===== config.mk =====
export PLATFORM = sky130hd
export DESIGN_NAME = dual_wheel_pd_speed_control_core_flat
export DESIGN_NICKNAME = d
export VERILOG_FILES = /design/src/sv/dwpd_pkg.sv /design/src/sv/dwpd_ifs.sv /design/src/sv/dwpd_divider.sv /design/src/sv/dwpd_datapath.sv /design/src/sv/dwpd_ctrl.sv /design/src/sv/dual_wheel_pd_speed_control_core.sv /design/src/flat_wrapper.sv
export SDC_FILE = /design/constraint.sdc
export NUM_CORES = 2
export LEC_CHECK = 0
export BUFFER_PORTS_ARGS = -buffer_cell sky130_fd_sc_hd__buf_2
export CAP_MARGIN = 20
export CORE_AREA = 3 3 321 323
export CTS_CLUSTER_DIAMETER = 150
export DETAILED_ROUTE_END_ITERATION = 8
export DIE_AREA = 0 0 324 326
export PLACE_DENSITY_LB_ADDON = 0.2
export SYNTH_ARGS = -nofsm -noshare
export SYNTH_HDL_FRONTEND = slang
export SYNTH_SLANG_ARGS = --single-unit

===== constraint.sdc =====
create_clock -name clk -period 9.9 [get_ports clk]
set_clock_uncertainty 0.15 [all_clocks]
set_input_delay 0 -clock clk [delete_from_list [all_inputs] [get_ports clk]]
set_output_delay 0 -clock clk [all_outputs]
set_load 0.05 [all_outputs]

===== src/sv/dwpd_pkg.sv =====
// shared types, widths and a helper function for the dual-wheel pd speed control block
`timescale 1ns / 1ps

package dwpd_pkg;

  // field and register widths fixed by the interface
  localparam int FIELD_W      = 32;
  localparam int SENSOR_W     = 16;
  localparam int GAIN_W       = 8;
  localparam int DIST_W       = 24;
  localparam int DRIVE_W      = 32;
  localparam int CFG_IDX_W    = 3;
  localparam int CFG_DATA_W   = 24;

  // encoder count width default
  localparam int COUNT_WIDTH_DEF = 32;

  // internal arithmetic widths
  localparam int ERR_EXT_W = 34;   // target - delta + feedback before saturation
  localparam int DIFF_W    = 33;   // error minus previous error
  localparam int PROD_W    = 42;   // 9 bit signed gain times 33 bit operand
  localparam int STEP_W    = 42;   // kp*e + kd*de
  localparam int ACC_W     = 43;   // accumulator plus step
  localparam int CMP_W     = 34;   // metric versus distance compare
  localparam int QUO_W     = 16;   // sensor magnitude quotient
  localparam int FB_W      = 17;   // signed sensor feedback

  // configuration register indexes
  typedef enum logic [CFG_IDX_W-1:0] {
    REG_KP           = 3'd0,
    REG_KD           = 3'd1,
    REG_SENSOR_DIV   = 3'd2,
    REG_LEFT_TARGET  = 3'd3,
    REG_RIGHT_TARGET = 3'd4,
    REG_USE_SENSORS  = 3'd5,
    REG_MOVE_KIND    = 3'd6,
    REG_DIST_TARGET  = 3'd7
  } cfg_reg_t;

  // input request codes
  localparam logic REQ_TICK    = 1'b0;
  localparam logic REQ_RESTART = 1'b1;

  // move kinds
  localparam logic MOVE_TRANSLATE = 1'b0;
  localparam logic MOVE_ROTATE    = 1'b1;

  // multiply sequence steps
  localparam int MUL_IDX_W = 3;
  localparam logic [MUL_IDX_W-1:0] MUL_KP_LEFT  = 3'd0;
  localparam logic [MUL_IDX_W-1:0] MUL_KD_LEFT  = 3'd1;
  localparam logic [MUL_IDX_W-1:0] MUL_KP_RIGHT = 3'd2;
  localparam logic [MUL_IDX_W-1:0] MUL_KD_RIGHT = 3'd3;
  localparam logic [MUL_IDX_W-1:0] MUL_DRAIN    = 3'd4;

  // datapath operations
  typedef enum logic [2:0] {
    OP_NONE,
    OP_LOAD,
    OP_CLEAR,
    OP_ERR,
    OP_MUL,
    OP_ACC,
    OP_OUT
  } dp_op_t;

  typedef struct packed {
    dp_op_t                 op;
    logic [MUL_IDX_W-1:0]   mul_idx;
  } dp_cmd_t;

  typedef struct packed {
    logic div_done;
  } dp_status_t;

  // clamp a wide signed value to 32 bit signed
  function automatic logic signed [DRIVE_W-1:0] sat32(input logic signed [ACC_W-1:0] v);
    logic signed [ACC_W-1:0] max_v;
    logic signed [ACC_W-1:0] min_v;
    max_v = 43'sd2147483647;
    min_v = -43'sd2147483648;
    if (v > max_v) begin
      sat32 = max_v[DRIVE_W-1:0];
    end else if (v < min_v) begin
      sat32 = min_v[DRIVE_W-1:0];
    end else begin
      sat32 = v[DRIVE_W-1:0];
    end
  endfunction

endpackage


===== src/sv/dwpd_ifs.sv =====
// valid/ready channel interfaces for the input and result words
`timescale 1ns / 1ps

interface dwpd_in_if;
  logic                                  valid;
  logic                                  ready;
  logic                                  req_type;
  logic signed [dwpd_pkg::FIELD_W-1:0]   left_count;
  logic signed [dwpd_pkg::FIELD_W-1:0]   right_count;
  logic signed [dwpd_pkg::SENSOR_W-1:0]  sensor_error;

  modport source (output valid, req_type, left_count, right_count, sensor_error,
                  input ready);
  modport sink   (input valid, req_type, left_count, right_count, sensor_error,
                  output ready);
endinterface

interface dwpd_out_if;
  logic                                  valid;
  logic                                  ready;
  logic signed [dwpd_pkg::DRIVE_W-1:0]   left_drive;
  logic signed [dwpd_pkg::DRIVE_W-1:0]   right_drive;
  logic                                  move_done;

  modport source (output valid, left_drive, right_drive, move_done, input ready);
  modport sink   (input valid, left_drive, right_drive, move_done, output ready);
endinterface


===== src/sv/dwpd_divider.sv =====
// iterative unsigned divider for the sensor error, four quotient bits per cycle
`timescale 1ns / 1ps

module dwpd_divider (
  input  logic                              clk,
  input  logic                              rst_n,
  input  logic                              start,
  input  logic [dwpd_pkg::QUO_W-1:0]        dividend,
  input  logic [dwpd_pkg::GAIN_W-1:0]       divisor,
  output logic [dwpd_pkg::QUO_W-1:0]        quotient,
  output logic                              done
);

  localparam int QW         = dwpd_pkg::QUO_W;
  localparam int DW         = dwpd_pkg::GAIN_W;
  localparam int BITS_PER   = 4;
  localparam int N_CYC      = QW / BITS_PER;
  localparam int CNT_W      = $clog2(N_CYC);

  logic [QW-1:0]    quo_r, quo_nxt;
  logic [DW-1:0]    rem_r, rem_nxt;
  logic [DW-1:0]    dsr_r;
  logic [CNT_W-1:0] cnt_r;
  logic             busy_r;
  logic             done_r;

  // four restoring steps per cycle
  always_comb begin
    logic [DW:0]   trial;
    logic [QW-1:0] q;
    logic [DW-1:0] r;
    q = quo_r;
    r = rem_r;
    for (int i = 0; i < BITS_PER; i++) begin
      trial = {r, q[QW-1]};
      q     = {q[QW-2:0], 1'b0};
      if (trial >= {1'b0, dsr_r}) begin
        trial = trial - {1'b0, dsr_r};
        q[0]  = 1'b1;
      end
      r = trial[DW-1:0];
    end
    quo_nxt = q;
    rem_nxt = r;
  end

  // iteration control
  always_ff @(posedge clk) begin
    if (!rst_n) begin
      busy_r <= 1'b0;
      done_r <= 1'b0;
      cnt_r  <= '0;
    end else begin
      done_r <= 1'b0;
      if (start) begin
        busy_r <= 1'b1;
        cnt_r  <= '0;
      end else if (busy_r) begin
        cnt_r <= cnt_r + 1'b1;
        if (cnt_r == CNT_W'(N_CYC - 1)) begin
          busy_r <= 1'b0;
          done_r <= 1'b1;
        end
      end
    end
  end

  // operand and partial result registers
  always_ff @(posedge clk) begin
    if (start) begin
      quo_r <= dividend;
      rem_r <= '0;
      dsr_r <= divisor;
    end else if (busy_r) begin
      quo_r <= quo_nxt;
      rem_r <= rem_nxt;
    end
  end

  assign quotient = quo_r;
  assign done     = done_r;

endmodule


===== src/sv/dwpd_datapath.sv =====
// datapath: config registers, error forming, shared multiplier, accumulators, output word
`timescale 1ns / 1ps

module dwpd_datapath #(
  parameter int COUNT_WIDTH = dwpd_pkg::COUNT_WIDTH_DEF
) (
  input  logic                                  clk,
  input  logic                                  rst_n,
  input  logic                                  cfg_we,
  input  logic [dwpd_pkg::CFG_IDX_W-1:0]        cfg_index,
  input  logic [dwpd_pkg::CFG_DATA_W-1:0]       cfg_wdata,
  input  logic signed [dwpd_pkg::FIELD_W-1:0]   in_left_count,
  input  logic signed [dwpd_pkg::FIELD_W-1:0]   in_right_count,
  input  logic signed [dwpd_pkg::SENSOR_W-1:0]  in_sensor_error,
  input  dwpd_pkg::dp_cmd_t                     cmd,
  output dwpd_pkg::dp_status_t                  status,
  output logic signed [dwpd_pkg::DRIVE_W-1:0]   out_left_drive,
  output logic signed [dwpd_pkg::DRIVE_W-1:0]   out_right_drive,
  output logic                                  out_move_done
);

  localparam int W = COUNT_WIDTH;

  // configuration registers
  logic [dwpd_pkg::GAIN_W-1:0]          kp_r, kd_r, sdiv_r;
  logic signed [dwpd_pkg::SENSOR_W-1:0] ltgt_r, rtgt_r;
  logic                                 use_sens_r, move_kind_r;
  logic [dwpd_pkg::DIST_W-1:0]          dist_r;

  always_ff @(posedge clk) begin
    if (!rst_n) begin
      kp_r        <= '0;
      kd_r        <= '0;
      sdiv_r      <= dwpd_pkg::GAIN_W'(1);
      ltgt_r      <= '0;
      rtgt_r      <= '0;
      use_sens_r  <= 1'b0;
      move_kind_r <= 1'b0;
      dist_r      <= '0;
    end else if (cfg_we) begin
      unique case (dwpd_pkg::cfg_reg_t'(cfg_index))
        dwpd_pkg::REG_KP:           kp_r        <= cfg_wdata[dwpd_pkg::GAIN_W-1:0];
        dwpd_pkg::REG_KD:           kd_r        <= cfg_wdata[dwpd_pkg::GAIN_W-1:0];
        dwpd_pkg::REG_SENSOR_DIV:   sdiv_r      <= cfg_wdata[dwpd_pkg::GAIN_W-1:0];
        dwpd_pkg::REG_LEFT_TARGET:  ltgt_r      <= cfg_wdata[dwpd_pkg::SENSOR_W-1:0];
        dwpd_pkg::REG_RIGHT_TARGET: rtgt_r      <= cfg_wdata[dwpd_pkg::SENSOR_W-1:0];
        dwpd_pkg::REG_USE_SENSORS:  use_sens_r  <= cfg_wdata[0];
        dwpd_pkg::REG_MOVE_KIND:    move_kind_r <= cfg_wdata[0];
        dwpd_pkg::REG_DIST_TARGET:  dist_r      <= cfg_wdata[dwpd_pkg::DIST_W-1:0];
        default: ;
      endcase
    end
  end

  // sensor magnitude division, started with the word load
  logic [dwpd_pkg::QUO_W-1:0]  sens_mag;
  logic [dwpd_pkg::GAIN_W-1:0] div_eff;
  logic [dwpd_pkg::QUO_W-1:0]  quo;
  logic                        div_done;

  assign sens_mag = in_sensor_error[dwpd_pkg::SENSOR_W-1]
                  ? dwpd_pkg::QUO_W'(-in_sensor_error) : dwpd_pkg::QUO_W'(in_sensor_error);
  assign div_eff  = (sdiv_r == '0) ? dwpd_pkg::GAIN_W'(1) : sdiv_r;

  dwpd_divider u_div (
    .clk      (clk),
    .rst_n    (rst_n),
    .start    (cmd.op == dwpd_pkg::OP_LOAD),
    .dividend (sens_mag),
    .divisor  (div_eff),
    .quotient (quo),
    .done     (div_done)
  );

  assign status.div_done = div_done;

  // captured input word
  logic [W-1:0] lc_r, rc_r;
  logic         sens_neg_r;

  always_ff @(posedge clk) begin
    if (cmd.op == dwpd_pkg::OP_LOAD) begin
      lc_r       <= in_left_count[W-1:0];
      rc_r       <= in_right_count[W-1:0];
      sens_neg_r <= in_sensor_error[dwpd_pkg::SENSOR_W-1];
    end
  end

  // control state
  logic [W-1:0]                        last_lc_r, last_rc_r;
  logic signed [dwpd_pkg::DRIVE_W-1:0] acc_l_r, acc_r_r;
  logic signed [dwpd_pkg::DRIVE_W-1:0] prev_l_r, prev_r_r;

  // error forming
  logic signed [W-1:0]                   ld, rd;
  logic signed [dwpd_pkg::FB_W-1:0]      fb;
  logic signed [dwpd_pkg::ERR_EXT_W-1:0] el_w, er_w;
  logic signed [dwpd_pkg::ERR_EXT_W-1:0] fb_x, ld_x, rd_x, lt_x, rt_x;

  assign ld   = lc_r - last_lc_r;
  assign rd   = rc_r - last_rc_r;
  assign fb   = !use_sens_r ? '0
              : sens_neg_r ? -$signed({1'b0, quo}) : $signed({1'b0, quo});
  assign fb_x = dwpd_pkg::ERR_EXT_W'(fb);
  assign ld_x = dwpd_pkg::ERR_EXT_W'(ld);
  assign rd_x = dwpd_pkg::ERR_EXT_W'(rd);
  assign lt_x = dwpd_pkg::ERR_EXT_W'(ltgt_r);
  assign rt_x = dwpd_pkg::ERR_EXT_W'(rtgt_r);
  assign el_w = lt_x - ld_x + fb_x;
  assign er_w = rt_x - rd_x - fb_x;

  // end-of-move metric, truncating halves toward zero
  logic signed [W:0]                 ls_x, rs_x, pick, pick_adj, half, metric;
  logic signed [dwpd_pkg::CMP_W-1:0] metric_x, dist_x;
  logic                              done_w;

  assign ls_x     = $signed({lc_r[W-1], lc_r});
  assign rs_x     = $signed({rc_r[W-1], rc_r});
  assign pick     = (move_kind_r == dwpd_pkg::MOVE_ROTATE) ? rs_x - ls_x : rs_x + ls_x;
  assign pick_adj = pick + $signed({{W{1'b0}}, pick[W]});
  assign half     = pick_adj >>> 1;
  assign metric   = ((move_kind_r == dwpd_pkg::MOVE_ROTATE) && half[W]) ? -half : half;
  assign metric_x = dwpd_pkg::CMP_W'(metric);
  assign dist_x   = $signed({{(dwpd_pkg::CMP_W - dwpd_pkg::DIST_W){1'b0}}, dist_r});
  assign done_w   = metric_x >= dist_x;

  // shared multiplier operand select
  logic signed [dwpd_pkg::DRIVE_W-1:0] el_r, er_r;
  logic signed [dwpd_pkg::GAIN_W:0]    mul_a;
  logic signed [dwpd_pkg::DIFF_W-1:0]  mul_b;
  logic signed [dwpd_pkg::PROD_W-1:0]  mul_p;
  logic signed [dwpd_pkg::PROD_W-1:0]  prod_r;
  logic signed [dwpd_pkg::STEP_W-1:0]  step_l_r, step_r_r;

  always_comb begin
    mul_a = $signed({1'b0, kp_r});
    mul_b = dwpd_pkg::DIFF_W'(el_r);
    case (cmd.mul_idx)
      dwpd_pkg::MUL_KP_LEFT: begin
        mul_a = $signed({1'b0, kp_r});
        mul_b = dwpd_pkg::DIFF_W'(el_r);
      end
      dwpd_pkg::MUL_KD_LEFT: begin
        mul_a = $signed({1'b0, kd_r});
        mul_b = dwpd_pkg::DIFF_W'(el_r) - dwpd_pkg::DIFF_W'(prev_l_r);
      end
      dwpd_pkg::MUL_KP_RIGHT: begin
        mul_a = $signed({1'b0, kp_r});
        mul_b = dwpd_pkg::DIFF_W'(er_r);
      end
      dwpd_pkg::MUL_KD_RIGHT: begin
        mul_a = $signed({1'b0, kd_r});
        mul_b = dwpd_pkg::DIFF_W'(er_r) - dwpd_pkg::DIFF_W'(prev_r_r);
      end
      default: ;
    endcase
  end

  assign mul_p = mul_a * mul_b;

  // accumulator sums
  logic signed [dwpd_pkg::ACC_W-1:0] sum_l, sum_r;

  assign sum_l = dwpd_pkg::ACC_W'(acc_l_r) + dwpd_pkg::ACC_W'(step_l_r);
  assign sum_r = dwpd_pkg::ACC_W'(acc_r_r) + dwpd_pkg::ACC_W'(step_r_r);

  // control state registers, cleared by reset and by a restart word
  always_ff @(posedge clk) begin
    if (!rst_n || cmd.op == dwpd_pkg::OP_CLEAR) begin
      last_lc_r <= '0;
      last_rc_r <= '0;
      acc_l_r   <= '0;
      acc_r_r   <= '0;
      prev_l_r  <= '0;
      prev_r_r  <= '0;
    end else begin
      if (cmd.op == dwpd_pkg::OP_ERR) begin
        last_lc_r <= lc_r;
        last_rc_r <= rc_r;
      end
      if (cmd.op == dwpd_pkg::OP_ACC) begin
        acc_l_r  <= dwpd_pkg::sat32(sum_l);
        acc_r_r  <= dwpd_pkg::sat32(sum_r);
        prev_l_r <= el_r;
        prev_r_r <= er_r;
      end
    end
  end

  // working registers
  logic done_r;

  always_ff @(posedge clk) begin
    unique case (cmd.op)
      dwpd_pkg::OP_CLEAR: begin
        done_r <= 1'b0;
      end
      dwpd_pkg::OP_ERR: begin
        el_r   <= dwpd_pkg::sat32(dwpd_pkg::ACC_W'(el_w));
        er_r   <= dwpd_pkg::sat32(dwpd_pkg::ACC_W'(er_w));
        done_r <= done_w;
      end
      dwpd_pkg::OP_MUL: begin
        prod_r <= mul_p;
        case (cmd.mul_idx)
          dwpd_pkg::MUL_KD_LEFT:  step_l_r <= prod_r;
          dwpd_pkg::MUL_KP_RIGHT: step_l_r <= step_l_r + prod_r;
          dwpd_pkg::MUL_KD_RIGHT: step_r_r <= prod_r;
          dwpd_pkg::MUL_DRAIN:    step_r_r <= step_r_r + prod_r;
          default: ;
        endcase
      end
      default: ;
    endcase
  end

  // output word register
  always_ff @(posedge clk) begin
    if (cmd.op == dwpd_pkg::OP_OUT) begin
      out_left_drive  <= acc_l_r;
      out_right_drive <= acc_r_r;
      out_move_done   <= done_r;
    end
  end

endmodule


===== src/sv/dwpd_ctrl.sv =====
// controller: sequences load or clear, divide, error, multiply, accumulate and output steps
`timescale 1ns / 1ps

module dwpd_ctrl (
  input  logic                  clk,
  input  logic                  rst_n,
  input  logic                  in_valid,
  input  logic                  in_req_type,
  output logic                  in_ready,
  output logic                  out_valid,
  input  logic                  out_ready,
  input  dwpd_pkg::dp_status_t  status,
  output dwpd_pkg::dp_cmd_t     cmd
);

  typedef enum logic [2:0] {
    S_IDLE,
    S_DIV,
    S_ERR,
    S_MUL,
    S_ACC,
    S_OUT
  } state_t;

  state_t                         state_r, state_nxt;
  logic [dwpd_pkg::MUL_IDX_W-1:0] cnt_r, cnt_nxt;
  logic                           out_valid_r, out_valid_nxt;
  logic                           accept;

  assign in_ready  = (state_r == S_IDLE);
  assign accept    = in_valid && in_ready;
  assign out_valid = out_valid_r;

  // next state and command decode
  always_comb begin
    state_nxt     = state_r;
    cnt_nxt       = cnt_r;
    out_valid_nxt = out_valid_r && !out_ready;
    cmd.op        = dwpd_pkg::OP_NONE;
    cmd.mul_idx   = cnt_r;
    unique case (state_r)
      S_IDLE: begin
        if (accept) begin
          if (in_req_type == dwpd_pkg::REQ_RESTART) begin
            cmd.op    = dwpd_pkg::OP_CLEAR;
            state_nxt = S_OUT;
          end else begin
            cmd.op    = dwpd_pkg::OP_LOAD;
            state_nxt = S_DIV;
          end
        end
      end
      S_DIV: begin
        if (status.div_done) begin
          state_nxt = S_ERR;
        end
      end
      S_ERR: begin
        cmd.op    = dwpd_pkg::OP_ERR;
        cnt_nxt   = dwpd_pkg::MUL_KP_LEFT;
        state_nxt = S_MUL;
      end
      S_MUL: begin
        cmd.op = dwpd_pkg::OP_MUL;
        if (cnt_r == dwpd_pkg::MUL_DRAIN) begin
          state_nxt = S_ACC;
        end else begin
          cnt_nxt = cnt_r + 1'b1;
        end
      end
      S_ACC: begin
        cmd.op    = dwpd_pkg::OP_ACC;
        state_nxt = S_OUT;
      end
      S_OUT: begin
        if (!out_valid_r || out_ready) begin
          cmd.op        = dwpd_pkg::OP_OUT;
          out_valid_nxt = 1'b1;
          state_nxt     = S_IDLE;
        end
      end
      default: state_nxt = S_IDLE;
    endcase
  end

  // state and registered outputs
  always_ff @(posedge clk) begin
    if (!rst_n) begin
      state_r     <= S_IDLE;
      cnt_r       <= '0;
      out_valid_r <= 1'b0;
    end else begin
      state_r     <= state_nxt;
      cnt_r       <= cnt_nxt;
      out_valid_r <= out_valid_nxt;
    end
  end

  // a restart word goes straight to the output step
  a_restart_to_out: assert property (@(posedge clk) disable iff (!rst_n)
    accept && in_req_type == dwpd_pkg::REQ_RESTART |=> state_r == S_OUT)
    else $error("restart word did not go to output step");

  // divider completion is only seen while waiting for it
  a_div_done_in_div: assert property (@(posedge clk) disable iff (!rst_n)
    status.div_done |-> state_r == S_DIV)
    else $error("divider done outside divide step");

  // multiply step counter stays within the sequence
  a_mul_cnt_range: assert property (@(posedge clk) disable iff (!rst_n)
    state_r == S_MUL |-> cnt_r <= dwpd_pkg::MUL_DRAIN)
    else $error("multiply step counter out of range");

  // a tick word leaves the block busy for the divide
  a_tick_busy: assert property (@(posedge clk) disable iff (!rst_n)
    accept && in_req_type == dwpd_pkg::REQ_TICK |=> !in_ready && state_r == S_DIV)
    else $error("tick word did not start the divide");

  // the output word is only loaded when the output register is free
  a_out_free: assert property (@(posedge clk) disable iff (!rst_n)
    cmd.op == dwpd_pkg::OP_OUT |-> !out_valid_r || out_ready)
    else $error("output word overwritten while waiting");

endmodule


===== src/sv/dual_wheel_pd_speed_control_core.sv =====
// Dual-wheel incremental PD speed controller, top level.
//
// in_chan carries one word per control tick: req_type, the absolute left and
// right encoder counts and the wall-sensor error. req_type restart clears the
// count, error and drive state and answers with zero drives and move_done 0.
// out_chan returns one word per input word: both saturated drive values and
// move_done. Gains, targets and the distance threshold are written on the cfg
// port (cfg_we, cfg_index, cfg_wdata); the user must write them only while no
// word is in flight, which the block itself does not enforce.
// A tick word passes through the sensor divider, four quotient bits per step,
// a wait for it to finish, the error step, the single shared multiplier (four
// products plus a drain), the accumulate step and the output load. A restart
// word goes straight to the output load. One word is in work at a time: no
// new word is accepted before the output load of the last one.
// The result sits in an output register, so the next word is accepted while it
// waits; a stalled receiver holds back only the following result.
// Reset (rst_n low, synchronous) clears sequencing, count, error and drive
// state and restores register defaults; data and output registers are not reset.
`timescale 1ns / 1ps

module dual_wheel_pd_speed_control_core #(
  parameter int COUNT_WIDTH = dwpd_pkg::COUNT_WIDTH_DEF
) (
  input  logic                             clk,
  input  logic                             rst_n,
  dwpd_in_if.sink                          in_chan,
  dwpd_out_if.source                       out_chan,
  input  logic                             cfg_we,
  input  logic [dwpd_pkg::CFG_IDX_W-1:0]   cfg_index,
  input  logic [dwpd_pkg::CFG_DATA_W-1:0]  cfg_wdata
);

  dwpd_pkg::dp_cmd_t    cmd;
  dwpd_pkg::dp_status_t status;

  // sequencing
  dwpd_ctrl u_ctrl (
    .clk         (clk),
    .rst_n       (rst_n),
    .in_valid    (in_chan.valid),
    .in_req_type (in_chan.req_type),
    .in_ready    (in_chan.ready),
    .out_valid   (out_chan.valid),
    .out_ready   (out_chan.ready),
    .status      (status),
    .cmd         (cmd)
  );

  // arithmetic and state
  dwpd_datapath #(
    .COUNT_WIDTH (COUNT_WIDTH)
  ) u_dp (
    .clk             (clk),
    .rst_n           (rst_n),
    .cfg_we          (cfg_we),
    .cfg_index       (cfg_index),
    .cfg_wdata       (cfg_wdata),
    .in_left_count   (in_chan.left_count),
    .in_right_count  (in_chan.right_count),
    .in_sensor_error (in_chan.sensor_error),
    .cmd             (cmd),
    .status          (status),
    .out_left_drive  (out_chan.left_drive),
    .out_right_drive (out_chan.right_drive),
    .out_move_done   (out_chan.move_done)
  );

endmodule

===== src/flat_wrapper.sv =====
// flat-port wrapper written by rule: the top's interface ports become plain ports
module dual_wheel_pd_speed_control_core_flat 
#(
  parameter int COUNT_WIDTH = dwpd_pkg::COUNT_WIDTH_DEF
)
  (clk, rst_n, cfg_we, cfg_index, cfg_wdata, in_chan_valid, in_chan_req_type, in_chan_left_count, in_chan_right_count, in_chan_sensor_error, in_chan_ready, out_chan_valid, out_chan_left_drive, out_chan_right_drive, out_chan_move_done, out_chan_ready);
  dwpd_in_if in_chan_i ();
  dwpd_out_if out_chan_i ();
  input  logic clk;
  input  logic rst_n;
  input  logic cfg_we;
  input  logic [dwpd_pkg::CFG_IDX_W-1:0] cfg_index;
  input  logic [dwpd_pkg::CFG_DATA_W-1:0] cfg_wdata;
  input wire logic [$bits(in_chan_i.valid)-1:0] in_chan_valid;
  input wire logic [$bits(in_chan_i.req_type)-1:0] in_chan_req_type;
  input wire logic [$bits(in_chan_i.left_count)-1:0] in_chan_left_count;
  input wire logic [$bits(in_chan_i.right_count)-1:0] in_chan_right_count;
  input wire logic [$bits(in_chan_i.sensor_error)-1:0] in_chan_sensor_error;
  output wire logic [$bits(in_chan_i.ready)-1:0] in_chan_ready;
  output wire logic [$bits(out_chan_i.valid)-1:0] out_chan_valid;
  output wire logic [$bits(out_chan_i.left_drive)-1:0] out_chan_left_drive;
  output wire logic [$bits(out_chan_i.right_drive)-1:0] out_chan_right_drive;
  output wire logic [$bits(out_chan_i.move_done)-1:0] out_chan_move_done;
  input wire logic [$bits(out_chan_i.ready)-1:0] out_chan_ready;
  assign in_chan_i.valid = in_chan_valid;
  assign in_chan_i.req_type = in_chan_req_type;
  assign in_chan_i.left_count = in_chan_left_count;
  assign in_chan_i.right_count = in_chan_right_count;
  assign in_chan_i.sensor_error = in_chan_sensor_error;
  assign in_chan_ready = in_chan_i.ready;
  assign out_chan_valid = out_chan_i.valid;
  assign out_chan_left_drive = out_chan_i.left_drive;
  assign out_chan_right_drive = out_chan_i.right_drive;
  assign out_chan_move_done = out_chan_i.move_done;
  assign out_chan_i.ready = out_chan_ready;
  dual_wheel_pd_speed_control_core #(.COUNT_WIDTH(COUNT_WIDTH)) u_core (.clk(clk), .rst_n(rst_n), .in_chan(in_chan_i), .out_chan(out_chan_i), .cfg_we(cfg_we), .cfg_index(cfg_index), .cfg_wdata(cfg_wdata));
endmodule

; After elaboration in Yosys (flattened, before gate mapping)
; Index checks and enable logic that the tools add are counted.
[op_classes]
addsub = 24
n_mul = 1
magnitude_cmp = 13
n_eq_ne = 28
muxes = 44
bitwise = 2
reduce_logical = 31
[ops]
columns = op, n
row1 = two-way mux 32 bit, 6
row2 = one-hot mux 42 bit (2 select lines), 2
row3 = one-hot mux 33 bit (3 select lines), 1
row4 = subtractor 32 x 32 -> 33 bit, 3
row5 = adder 32 x 42 -> 43 bit, 2
row6 = > comparator 43 x 32 -> 1 bit (second input constant), 2
row7 = < comparator 43 x 32 -> 1 bit (second input constant), 2
row8 = adder 42 bit, 2
row9 = > comparator 34 x 32 -> 1 bit (second input constant), 2
row10 = < comparator 34 x 32 -> 1 bit (second input constant), 2
row11 = two-way mux 33 bit, 2
row12 = subtractor 16 x 32 -> 33 bit, 2
row13 = subtractor 32 bit, 2
row14 = two-way mux 16 bit, 3
row15 = multiplier 9 x 33 -> 42 bit, 1
row16 = two-way mux 8 bit, 5
row17 = greater-or-equal comparator 9 x 8 -> 1 bit, 4
row18 = adder 33 x 17 -> 34 bit, 1
row19 = two-way mux 17 bit, 2
row20 = subtractor 33 x 17 -> 34 bit, 1
row21 = adder 32 x 32 -> 33 bit, 1
row22 = adder 33 x 2 -> 33 bit, 1
row23 = greater-or-equal comparator 33 x 25 -> 1 bit, 1
row24 = negation 32 -> 33 bit, 1
row25 = other kinds (29), 92
[word_totals]
ff_bits = 638
inputBits = 113
out_inout_bits = 67
elab_cells = 178

; Logic depth before layout (Yosys ltp)
[logic_depth]
ltp_word = 10
mapped_depth = 50
mapped_depth_nobuf = 48

; By module
; Synthesis repeated with hierarchy kept, for this count alone.
[unflattened]
hier_cells = 6832
hier_area_um2 = 58514.9
[by_module_without_submodules]
columns = module, instances, cells_each, area_per_inst_um2, seq_area_each_um2
row1 = dwpd_datapath, 1, 6457, 54910.2, 15124.5
row2 = dwpd_divider, 1, 318, 3128.0, 960.9
row3 = dwpd_ctrl, 1, 57, 476.7, 140.1

; Worst setup path before layout
; No wires, ideal clock.
[synth_timing]
kind = register -> register
from = register u_core.u_dp.u_div.dsr_r[1]
to = register u_core.u_dp.u_div.rem_r[1]
setup_time_ps = 237
arrival_time_ps = 10088
t_required_ps = 9513
setup_slack_ps = -575
stages_incl_launch_ff = 50
n_path_buf = 2
synth_period_minus_slack_ps = 10475
path_cell_list = edfxtp_1 > inv_1 > ha_1 > nor2b_1 > o21ai_0 > a21boi_0 > o21ai_0 > a21boi_0 > o21a_1 > o21ai_0 > nor2b_1 > clkbuf_1 > mux2i_1 > ha_1 > nor2b_1 > o21ai_0 > a21boi_0 > o21ai_0 > (+14 left out) > a21oi_1 > o21ai_0 > a21o_1 > a211oi_1 > o21ai_0 > ha_1 > a21o_1 > a21o_1 > a21o_1 > a21o_1 > a21o_1 > a21oi_1 > o21ai_0 > a21oi_1 > o211ai_1 > mux2_2 > mux2i_1 > nor2_1
[synth_via]
elab_chain_len = 8
word_cells_on_any_way = 12
cone_classes = add/sub: 4 / order compare: 4 / mux: 4
[synth_rtl]
columns = item, line_no
row1 = start: declaration, dwpd_divider.sv:22  ; logic [DW-1:0] dsr_r;
row2 = start signal: assignment, dwpd_divider.sv:73  ; dsr_r <= divisor;
row3 = subtractor 8 bit or greater-or-equal comparator 9 x 8 -> 1 bit (tied branches), "dwpd_divider.sv:38, dwpd_divider.sv:37"
row4 = two-way mux 8 bit, dwpd_divider.sv:37  ; if (trial >= {1'b0, dsr_r}) begin
row5 = subtractor 8 bit or greater-or-equal comparator 9 x 8 -> 1 bit (tied branches), "dwpd_divider.sv:38, dwpd_divider.sv:37"
row6 = two-way mux 8 bit, dwpd_divider.sv:37
row7 = greater-or-equal comparator 9 x 8 -> 1 bit or subtractor 8 bit (tied branches), "dwpd_divider.sv:37, dwpd_divider.sv:38"
row8 = two-way mux 8 bit, dwpd_divider.sv:37
row9 = subtractor 8 bit or greater-or-equal comparator 9 x 8 -> 1 bit (tied branches), "dwpd_divider.sv:38, dwpd_divider.sv:37"
row10 = two-way mux 8 bit *, dwpd_divider.sv:37
row11 = end signal: assignment, dwpd_divider.sv:76  ; rem_r <= rem_nxt;
row12 = end: declaration, dwpd_divider.sv:21  ; logic [DW-1:0] rem_r, rem_nxt;
; Every way passes the cells marked *; elsewhere a longest branch is shown, timed or not.
; A chain may end at the register's enable or synchronous reset.

; Final worst setup path
[layout_timing]
from = register u_core.u_dp.lc_r[13]
to = register u_core.u_dp.done_r (data pin)
[layout_via]
elab_chain_len = 7
word_cells_on_any_way = 9
cone_classes = add/sub: 4 / order compare: 1 / mux: 3 / reduce/logical: 1
[layout_rtl]
columns = item, line_no
row1 = start: declaration, dwpd_datapath.sv:78  ; logic [W-1:0] lc_r, rc_r;
row2 = start signal: assignment, dwpd_datapath.sv:83  ; lc_r <= in_left_count[W-1:0];
row3 = adder 32 x 32 -> 33 bit or subtractor 32 x 32 -> 33 bit (tied branches), dwpd_datapath.sv:119  ; assign pick = (move_kind_r == dwpd_pkg::MOVE_ROTATE) ? rs_x - ls_x : rs_x + ls_x;
row4 = two-way mux 33 bit *, dwpd_datapath.sv:119
row5 = adder 33 x 2 -> 33 bit *, dwpd_datapath.sv:120  ; assign pick_adj = pick + $signed({{W{1'b0}}, pick[W]});
row6 = negation 32 -> 33 bit or logical AND 1 bit (tied branches), dwpd_datapath.sv:122  ; assign metric = ((move_kind_r == dwpd_pkg::MOVE_ROTATE) && half[W]) ? -half : half;
row7 = two-way mux 33 bit *, dwpd_datapath.sv:122
row8 = greater-or-equal comparator 33 x 25 -> 1 bit *, dwpd_datapath.sv:125  ; assign done_w = metric_x >= dist_x;
row9 = one-hot mux 1 bit (2 select lines) *, dwpd_datapath.sv:194  ; unique case (cmd.op)
row10 = end signal: assignment, dwpd_datapath.sv:201  ; done_r <= done_w;
row11 = end: declaration, dwpd_datapath.sv:191  ; logic done_r;
; Marked as above.

==> metrics <==
top-count cell post-synth=nand2_1; DR vias=50170; critical path required time=10.12 ns; Boundary Pins=180; drt initial violations=3462; minimum clock period=9.424 ns; P&R area growth vs syn=13.34%; total die area=105600 µm²; top cells by count, synth=871 x nand2_1, 670 x inv_1, 581 x a21oi_1; R2R cell count=40; layout cells sized above 1=0.07545; largest net degree at the start of global routing=94; clk slew on worst S/H paths=0.06 ns; Worst Tran Pin Value=1.115 ns; Max VDD drop=0.4807 mV; final worst-path setup slack=0.4755 ns; Worst R2R End=u_core.u_dp.done_r; largest family of logic cells by synthesized area=adder cells; mux cell area share after synthesis=0.01027; crit start category=flip-flop; core region area=100100 µm²; Setup-failing EPs final=0; GRT Total Usage=0.2930; drt drc=0; Num CTS Buffers=77; Root Driver=clkbuf_16; crit path max fanout=7; clock buffer depth=3; Hold Crit Depth=5; Mapped Cells=6831; simple-gate area share of the yosys netlist=0.1672; status=finished clean; Final Hold Viols=0; largest delay contributor family on the critical path=simple AND/OR/NAND/NOR gates; syn avg cell area=8.510 µm²; Clock Sinks=638; net count reported at finish=8150; setup slack at placement=0.06174 ns; WL per Instance=18.26 µm; HP Class=in -> reg; Pins Over Slew Limit=0; DRT Wirelength=156.6 mm; Worst-Skew Late Latency=0.66 ns; Hold EP=u_core.u_ctrl.out_valid; YS warnings=0; die width=324 µm; Placed Area=60660 µm²; Yosys top cell area share=0.1782; vias in the first global route=49650; asr flop ratio synth=0; worst path arrival time=9.65 ns; number of synthesized flops with an enable pin=345; mapped cell area=58130 µm²; Die Y=326 µm; Final GP Congestion=0.9591; Max Freq=106.1 MHz; filler instances=8226; Synth Area in Compound Gates=0.1990; Max stage delay cell, worst path=or4_1; Initial Util=0.5804; reg2reg start=u_core.u_dp.lc_r[13]; Via density=5.850; Leak Pwr=27.99 nW; CP Class=reg -> reg; net count after synthesis=7769; sequential cell area fraction in the yosys report=0.2791; fin crit share=0.9520; worst hold start=out_chan_ready; XOR/XNOR share of the synthesized area=0.07277; Synth Area in Adders=0.2139; row count=116; H-tree Lvls=3; Buf/Inv on CP=0; port bufs=179; CTS tree=yes; FF+latch count, synth=638; DR pass1 iterations=6; synth unique cells=96; Synth area leaders=edfxtp_1 18%, ha_1 12%, dfxtp_1 10%, fa_1 9.7%, nand2_1 5.6%; Routed Antenna Nets=0; max_cap viols=0; Synth area leader=edfxtp_1; global route total overflow=0; Inst Count DP=8174; PD cells=154.6 nW/µm²; dpl hpwl=118.9 mm; initial antenna violation count=1; post-route cell area=65880 µm²; Worst R2R Setup Slack=0.48 ns; Crit. End Element=flip-flop; first-pass GRT wire length=252.6 mm; fin util=0.6579; Slew Limit Headroom=0.2352; CP max stage delay=0.71 ns; Finished Layout Cells=8575; Post-synth top flop=edfxtp_1
worst register-to-register path, delay by kind of cell, from the launching register on:
family          cells  cell delay (ns)
simple gates       20             4.54
compound gates     15             2.54
fa+ha+maj           3             0.94
flops               1             0.50
xor+xnor            2             0.48
layer usage:
layer / part of all wire / global-route usage
met1: 0.41 / 0.3533
met2: 0.50 / 0.5261
met3: 0.045 / 0.03330
met4: 0.047 / 0.1225
met5: 0 / 0
registers in the layout, indices dropped and copies added (netlist names), 32 cells and up:
register and count:
u_core.u_dp.er_r 32, u_core.u_dp.el_r 32, u_core.u_dp.last_lc_r 32, u_core.u_dp.prev_l_r 32
u_core.u_dp.step_r_r 42, u_core.u_dp.lc_r 32, u_core.u_dp.prev_r_r 32, u_core.u_dp.prod_r 42
u_core.u_dp.out_right_drive 32, u_core.u_dp.acc_r_r 32, u_core.u_dp.rc_r 32, u_core.u_dp.out_left_drive 32
u_core.u_dp.acc_l_r 32, u_core.u_dp.last_rc_r 32, u_core.u_dp.step_l_r 42
final cells by class:
class / instances / area, µm² / area share
Antenna cell: 1 / 2.502 / 0.00003798
Clock inverter: 34 / 329.1 / 0.004995
Tap cell: 1298 / 1624 / 0.02465
Sequential cell: 638 / 16230 / 0.2463
Inverter: 670 / 2519 / 0.03823
Multi-Input combinational cell: 5299 / 38820 / 0.5893
Timing Repair Buffer: 526 / 4128 / 0.06265
Clock buffer: 109 / 2231 / 0.03386
cell families after synthesis:
family          Yosys count
compound gates         1833
xor+xnor                483
fa+ha+maj               825
buf+inv                 894
flops                   638
mux                      57
simple gates           2101
worst max-delay path by stage:
stage,start,endpoint,slack [ns],cells past startpoint
2_1_floorplan,u_core.u_dp.u_div.dsr_r[1],u_core.u_dp.u_div.rem_r[1],0.03,50
3_5_place_dp,u_core.u_dp.u_div.dsr_r[1],u_core.u_dp.u_div.rem_r[3],0.06,49
5_1_grt,u_core.u_dp.er_r[1],u_core.u_dp.prod_r[41],-0.03,36
6_report,u_core.u_dp.lc_r[13],u_core.u_dp.done_r,0.48,40
4_1_cts,u_core.u_dp.u_div.dsr_r[1],u_core.u_dp.u_div.rem_r[7],0.04,49
3_3_place_gp,u_core.u_dp.u_div.dsr_r[1],u_core.u_dp.u_div.rem_r[6],0.22,50
cell usage in the layout, fill, tap and decap left out, types with 46 or more instances in the layout:
| cell | synthesis | routed |
|---|---|---|
| a21o_1 | 175 | 175 |
| o21ai_0 | 422 | 412 |
| o21a_1 | 74 | 74 |
| edfxtp_1 | 345 | 345 |
| nand2b_1 | 116 | 115 |
| nand3_1 | 106 | 106 |
| xor2_1 | 163 | 163 |
| buf_4 | 0 | 103 |
| inv_1 | 670 | 666 |
| a21boi_0 | 90 | 89 |
| dfxtp_1 | 293 | 292 |
| buf_2 | 1 | 179 |
| nor2b_1 | 85 | 82 |
| o21bai_1 | 70 | 70 |
| xnor2_1 | 320 | 320 |
| ha_1 | 544 | 543 |
| nand4_1 | 53 | 53 |
| nor3_1 | 106 | 103 |
| clkbuf_16 | 0 | 80 |
| a21oi_1 | 581 | 573 |
| nand2_1 | 871 | 868 |
| fa_1 | 281 | 281 |
| a211oi_1 | 47 | 46 |
| nor2_1 | 483 | 479 |
| and2_1 | 56 | 55 |
| dlygate4sd3_1 | 0 | 241 |
metrics by stage:
step / TNS [ns] / total power [W] / hold WS [ns]
after floorplan: 0 / 0.006054 / -0.05113
after global placement: 0 / 0.006940 / 0.02601
after detailed placement: 0 / 0.006977 / 0.02810
after CTS: 0 / 0.009999 / 0.05781
after global routing: -0.03825 / 0.01080 / 0.1150
final: 0 / 0.01018 / 0.1122
report_power, final:
part / switching, W / leakage, nW / total [W] / internal, W
logic: 0.00234 / 21.2 / 0.00427 / 0.00193
registers: 0.0000939 / 5.58 / 0.00302 / 0.00293
clock network: 0.00119 / 1.26 / 0.00289 / 0.00171
what timing repair did:
action                                  4_1_cts  5_1_grt
buffers inserted                              1       15
pin swaps                                     1       13
resized for setup                             0       35
hold buffers                                241        0
endpoints found under the setup margin        4       15
hold endpoints to repair                    177        0
Note: power is estimated with default switching activity, not from simulation.
